$ cat config.mk
export PLATFORM = sky130hd
export DESIGN_NAME = lcg_icdf_ram
export DESIGN_NICKNAME = d
export VERILOG_FILES = /design/src/sv/lcg_icdf_ram.sv
export SDC_FILE = /design/constraint.sdc
export NUM_CORES = 1
export LEC_CHECK = 0
export ABC_CLOCK_PERIOD_IN_PS = 1500
export BUFFER_PORTS_ARGS = -buffer_cell sky130_fd_sc_hd__buf_2
export CORE_UTILIZATION = 54
export DETAILED_ROUTE_END_ITERATION = 10
export PLACE_DENSITY = 0.75
export SLEW_MARGIN = 20
export SYNTH_ARGS = -nofsm -noshare
export SYNTH_HDL_FRONTEND = slang
export SYNTH_SLANG_ARGS = --single-unit
$ cat constraint.sdc
create_clock -name clk -period 1.5 [get_ports clk]
set_clock_uncertainty 0.05 [all_clocks]
set_input_delay 0 -clock clk [delete_from_list [all_inputs] [get_ports clk]]
set_output_delay 0 -clock clk [all_outputs]
set_load 0.05 [all_outputs]
$ cat src/sv/lcg_icdf_ram.sv
// ----------------------------------------------------------------------------
// lcg_icdf_ram
// Generic simple dual-port RAM with one write port and a registered read port.
// ----------------------------------------------------------------------------
`default_nettype none

module lcg_icdf_ram #(
    parameter int WIDTH = 8,
    parameter int DEPTH = 16
) (
    input  wire logic                     clk,
    input  wire logic                     wr_en,
    input  wire logic [$clog2(DEPTH)-1:0] wr_addr,
    input  wire logic [WIDTH-1:0]         wr_data,
    input  wire logic [$clog2(DEPTH)-1:0] rd_addr,
    output logic      [WIDTH-1:0]         rd_data
);

    logic [WIDTH-1:0] mem [DEPTH];

    always_ff @(posedge clk)
    begin
        if (wr_en)
        begin
            mem[wr_addr] <= wr_data;
        end
        rd_data <= mem[rd_addr];
    end

endmodule

`default_nettype wire

==> run_results.csv, run 1 <==
group,metric,value,unit
status,run_status,"completed",
synthesis,syn_area_per_cell,22.5,sq um
layout,antenna_fix_cells,0,
layout,finalNetCount,313,
cts,post-cts-setup-buffers,0,
setup_path,critical_path_required,1.67,ns
cts,clockBufferDepth,2,
route,viasPerCell,5.87,
place,globalplace.congestion,0.729,
die,std_cell_rows,35,
global_routing,wire_length_of_the_first_global_routing_pass,15700,um
synthesis,synth.cell_area,5150,sq um
place,dpl_wire_length,6040,um
sta,final.setup.tns,0,ns
setup_path,critical_path_type,"in -> reg",
setup_path,cpMostUsedCell,"dlygate4sd3_1",
global_routing,grt_usage,0.238,
layout,areaGrowthSynthToFinish,20.2,%
synthesis,ys_warn_count,0,
global_routing,antenna_found_initial,0,
sta,max_slew_margin,0.705,
route,drt_pass1_iterations,5,
sta,final_max_slew_viol_count,0,
global_routing,via_count_of_the_first_global_routing_pass,2579,
setup_path,crit_chain,"dlygate4sd3_1 -> buf_2 -> nor3_2 -> dlygate4sd3_1 -> buf_4",
setup_path,cpPeakStageDelay,0.56,ns
place,dpl.cell_count,394,
min_path,hp-class,"in -> reg",
cts,number_of_levels_in_the_clock_h_tree,4,
sta,min_cycle_time_layout,1.45,ns
die,height_of_the_die,99.6,um
sta,fin_crit_sh,0.966,
route,dr_total_vias,2560,
synthesis,synthCells,229,
layout,finalInstanceArea,6190,sq um
setup_path,worstPathMaxFanout,8,
layout,final-instance-count-excl-fill,436,
layout,layout_common_cells,"128 x edfxtp_1, 25 x buf_2, 18 x mux4_2, 18 x buf_4, 16 x clkbuf_16",
place,port-buffer-count,25,
cts,clk-insertion-delay-late,0.53,ns
sta,grt_setup_unrepaired,"false",
cts,clock_sink_count,136,
setup_path,worstSetupStartpointType,"primary input",
route,postRouteAntennaNets,0,
die,die_width,99.6,um
power_and_ir_drop,power_per_cell_area,1360,nW/um^2
die,floorplan.io_pins,26,
power_and_ir_drop,power.leakage,2.11,nW
place,setup_slack_at_placement,0.0581,ns
place,placed_cell_area,5550,sq um
route,route.detailed.wl_per_inst,24.3,um
sta,worst_slew_pin_slew,0.442,ns
cts,cts_made_buffers,17,
route,initialDrtViolationCount,302,
cts,cts_root_buffer,"clkbuf_8",
route,drt_wl_total,10600,um
cts,clock_slew_at_the_register_clock_pins_of_the_worst_setup_and_hold_paths,0.06,ns
synthesis,synth_nets,247,
global_routing,global_route.overflow_total,0,
global_routing,grt_start_max_net_pins,33,
setup_path,crit_buf_inv,4,
route,drc,0,
die,die_area,9930,sq um
layout,final_layout_size_suffix_gt1_frac,0.306,
setup_path,critical-path-top-delay-family,"buffers and inverters",
sta,max_freq,690,MHz
sta,worst_slack,0.0513,ns
setup_path,critical_path.endpoint_type,"register",
layout,most_common_cell_after_layout_fill_and_taps_aside,"edfxtp_1",
die,fp.coreArea,9240,sq um
cts,cts_tree,"yes",
job,cap_viol_max_count,0,
synthesis,yosys_register_bits,136,
sta,finalSetupViolCount,0,
die,initial_core_util,0.557,
synthesis,post_synth_num_cell_types,19,
layout,layout.filler_cells,599,
sta,final_hold_viol_count,0,
synthesis,synth-seq-area-share,0.778,
setup_path,cpMaxStageDelayCell,"dlygate4sd3_1",
power_and_ir_drop,max_rail_drop_vdd,0.000922,V
setup_path,worst_ep_arrival_time,1.62,ns
[final timing paths]
kind / from / to / slack [ns] / cells after the start
setup / recovery: wr_addr[1] / mem[0][7] / 0.05 / 5
setup reg to reg: mem[5][3] / rd_data[3] / 0.08 / 3
hold reg to reg: mem[12][3] / rd_data[3] / 0.63 / 3
hold / removal: rd_addr[3] / rd_data[1] / 0.04 / 5
[per-stage QoR]
stage / util / total power, mW / hold slack (ns)
2_1_floorplan: - / 4.65 / 0.0489
3_3_place_gp: 0.600 / 4.82 / 0.333
3_5_place_dp: 0.600 / 4.84 / 0.344
4_1_cts: 0.669 / 8.47 / 0.00708
5_1_grt: 0.670 / 8.66 / 0.0518
6_report: 0.670 / 8.45 / 0.0354
[registers in the layout, summed over array words and instances (netlist names)]
name and count:
rd_data 8, mem 128
[Yosys cell counts]
cell	count	area [sq um]
nand3b_1	2	15.0
mux4_2	18	405
and2b_1	1	7.51
clkdlybuf4s25_2	3	30.0
edfxtp_1	128	3840
buf_6	3	33.8
a22oi_1	16	120
mux4_1	14	368
dfxtp_1	8	160
nand3_1	1	5.00
or3b_2	1	8.76
and2_1	1	6.26
buf_4	1	7.51
nor2b_1	1	6.26
buf_2	3	15.0
nand2_1	9	33.8
nand2b_1	2	12.5
nor3_1	4	20.0
nor2_1	13	48.8
[power by group]
part / total [mW] / switching [mW] / internal (mW)
logic: 0.515 / 0.318 / 0.197
registers: 4.28 / 0.0293 / 4.25
clock network: 3.65 / 1.49 / 2.16
[timing repair]
action | in CTS | in global routing
gates resized for setup | 0 | 1
endpoints found under the hold margin | 144 | 0
setup endpoints to repair | 0 | 1
hold buffers | 11 | 0
[layout make-up]
cell class | count | area (sq um) | share of cell area
Sequential cell | 136 | 4000 | 0.647
Multi-Input combinational cell | 83 | 1070 | 0.172
Timing Repair Buffer | 57 | 430 | 0.0696
Clock buffer | 17 | 414 | 0.0669
Tap cell | 129 | 161 | 0.0261
Clock inverter | 14 | 111 | 0.0180
[per-layer routing]
metal | wire, um | global-route usage | up-vias
li1 | - | - | 1106
met1 | 4300 | 0.327 | 1296
met2 | 5250 | 0.354 | 138
met3 | 812 | 0.0604 | 20
met4 | 248 | 0.132 | 0
met5 | 0 | 0 | -
[tightest hold or removal path, stage by stage]
cell and delay (ns):
buf_2 0.12, nor2_1 0.10, buf_4 0.19, a22oi_1 0.10
nand2_1 0.06
[logic make-up after synthesis]
family	after synthesis	synth area share
AOI/OAI and AO/OA	16	0.0233
buffers and inverters	10	0.0168
DFF	136	0.778
muxes	32	0.150
and+or+nand+nor	35	0.0318
Note: power is estimated with default switching activity, not from simulation.
==> run 2, diff against run 1 <==
- BUFFER_PORTS_ARGS: -buffer_cell sky130_fd_sc_hd__buf_2 -> -buffer_cell sky130_fd_sc_hd__buf_4
==> run_results.csv, run 2 (synthesized netlist as in run 1, its figures left out) <==
group,metric,value,unit
setup_path,critical_path.endpoint_type,"register",
route,drt_wl_total,10300,um
route,drc,0,
die,floorplan.io_pins,26,
setup_path,cpMaxStageDelayCell,"mux4_1",
power_and_ir_drop,power_per_cell_area,1370,nW/um^2
layout,final_layout_size_suffix_gt1_frac,0.322,
setup_path,crit_chain,"mux4_1 -> a22oi_2 -> nand2_1",
setup_path,crit_buf_inv,0,
route,route.detailed.wl_per_inst,23.2,um
power_and_ir_drop,seqPwrFrac,0.494,
min_path,hold_path.startpoint,"rd_addr[2]",
global_routing,grt_usage,0.227,
setup_path,reg2reg_to,"rd_data[0]",
power_and_ir_drop,cell_internal_pwr,6.83,mW
setup_path,worst_ep_arrival_time,1.81,ns
sta,min_cycle_time_layout,1.47,ns
sta,max_slew_margin,0.711,
setup_path,critical_path_required,1.85,ns
min_path,min_to,"rd_data[2]",
place,dpl.cell_count,398,
place,setup_slack_at_placement,-0.0126,ns
global_routing,global_route.overflow_total,0,
cts,clockBufferDepth,2,
sta,finalSetupViolCount,0,
cts,cts_root_buffer,"clkbuf_8",
cts,clk-insertion-delay-late,0.52,ns
setup_path,worstSetupStartpointType,"register",
die,std_cell_rows,35,
setup_path,cpPeakStageDelay,0.55,ns
sta,max_freq,682,MHz
global_routing,wire_length_of_the_first_global_routing_pass,15300,um
cts,post-cts-setup-buffers,0,
global_routing,antenna_found_initial,0,
cts,clock_slew_at_the_register_clock_pins_of_the_worst_setup_and_hold_paths,0.06,ns
status,run_status,"completed",
die,fp.coreArea,9240,sq um
global_routing,via_count_of_the_first_global_routing_pass,2610,
layout,layout_common_cells,"128 x edfxtp_1, 47 x buf_4, 18 x mux4_2",
sta,worst_slack,0.0337,ns
sta,worst_slew_pin_slew,0.434,ns
layout,final-instance-count-excl-fill,443,
layout,largest_register_ff_count,128,
layout,reg.largest.list,"mem (128), rd_data (8)",
layout,layout.filler_cells,569,
cts,cts_made_buffers,17,
min_path,hp-class,"in -> reg",
place,dpl_wire_length,6340,um
route,dr_total_vias,2558,
sta,final_hold_viol_count,0,
layout,finalNetCount,319,
setup_path,reg2reg_setup_slack,0.03,ns
power_and_ir_drop,power.leakage,2.19,nW
power_and_ir_drop,power.net_switching,1.84,mW
min_path,hold_path_depth,5,
die,die_width,99.6,um
setup_path,critical-path-top-delay-family,"multiplexers",
route,drt_pass1_iterations,4,
layout,areaGrowthSynthToFinish,22.9,%
die,height_of_the_die,99.6,um
place,port-buffer-count,25,
place,globalplace.congestion,0.730,
power_and_ir_drop,clockPowerShare,0.443,
setup_path,r2r_cells,3,
global_routing,grt_start_max_net_pins,23,
setup_path,worstPathMaxFanout,1,
route,postRouteAntennaNets,0,
setup_path,critical_path_type,"reg -> reg",
die,initial_core_util,0.557,
layout,most_common_cell_after_layout_fill_and_taps_aside,"edfxtp_1",
cts,cts_tree,"yes",
layout,max_flop_register,"mem",
sta,final_max_slew_viol_count,0,
sta,fin_crit_sh,0.978,
cts,clock_sink_count,136,
layout,antenna_fix_cells,0,
setup_path,reg2reg_from,"mem[1][0]",
power_and_ir_drop,max_rail_drop_vdd,0.000644,V
job,cap_viol_max_count,0,
cts,number_of_levels_in_the_clock_h_tree,4,
die,die_area,9930,sq um
power_and_ir_drop,netSwitchingFraction,0.212,
route,viasPerCell,5.77,
route,initialDrtViolationCount,182,
power_and_ir_drop,power.share.combinational,0.064,
==> run 2: cell count changes in the layout (fill, tap and decap cells not counted) <==
| cell | delta |
|---|---|
| buf_2 | -25 |
| clkinv_1 | -4 |
| bufinv_16 | +1 |
| dlygate4sd3_1 | +2 |
| clkinvlp_4 | -2 |
| clkbuf_1 | +2 |
| clkinv_2 | +4 |
| buf_4 | +29 |
==> run 2: power by group through the flow <==
stage / Clock [mW] / Sequential [mW] / Combinational [mW]
after floorplan: 0 / 4.43 / 0.216
after global placement: 0 / 4.35 / 0.508
after detailed placement: 0 / 4.36 / 0.522
after CTS: 3.90 / 4.28 / 0.552
after global routing: 4.07 / 4.28 / 0.583
final: 3.84 / 4.28 / 0.550
==> run 2: timing repair <==
item / CTS / global route
endpoints found under the setup margin: 0 / 1
resized for setup: 0 / 1
hold buffers: 13 / 0
hold endpoints to repair: 162 / 0
==> run 2: cell type report <==
class | instances | area (sq um) | area share
flip-flops and latches | 136 | 4000 | 0.633
multi-input cells | 83 | 1070 | 0.169
repair buffers | 63 | 543 | 0.0858
clock buffers | 19 | 422 | 0.0666
well taps | 129 | 161 | 0.0255
clock inverters | 13 | 131 | 0.0208
==> run 2: worst max-delay path by stage <==
stage | startpoint | end | slack (ns) | depth (start not counted)
final | mem[1][0] | rd_data[0] | 0.03 | 3
after global routing | mem[1][0] | rd_data[0] | -0.01 | 3
after CTS | mem[1][0] | rd_data[0] | 0.002 | 3
after detailed placement | rd_addr[0] | rd_data[0] | -0.01 | 5
after global placement | rd_addr[0] | rd_data[0] | -0.002 | 5
after floorplan | wr_addr[2] | mem[3][0] | 0.18 | 2
==> run 2: metal layers <==
metal  wire length (um)  GRT usage  vias to the layer above
met5                  0          0                        -
met4                 99     0.0781                        0
met3                603     0.0654                       10
met2               5410      0.376                      110
met1               4170      0.292                     1320
li1                   -          -                     1118
==> run 2: worst min-delay path: cells and delay by family <==
family | cells | cell delay [ns]
buffers and inverters | 2 | 0.25
and+or+nand+nor | 2 | 0.11
AOI/OAI and AO/OA | 1 | 0.16
==> run 2: stage by stage <==
step / power [mW] / area (sq um) / setup TNS, ns / hold slack [ns] / util
after floorplan: 4.65 / 5150 / 0 / 0.0489 / -
after global placement: 4.86 / 5640 / -0.00172 / 0.245 / 0.610
after detailed placement: 4.88 / 5640 / -0.0126 / 0.267 / 0.610
after CTS: 8.73 / 6320 / 0 / 0.000164 / 0.684
after global routing: 8.93 / 6330 / -0.0126 / 0.0459 / 0.685
final: 8.67 / 6330 / 0 / 0.0143 / 0.685
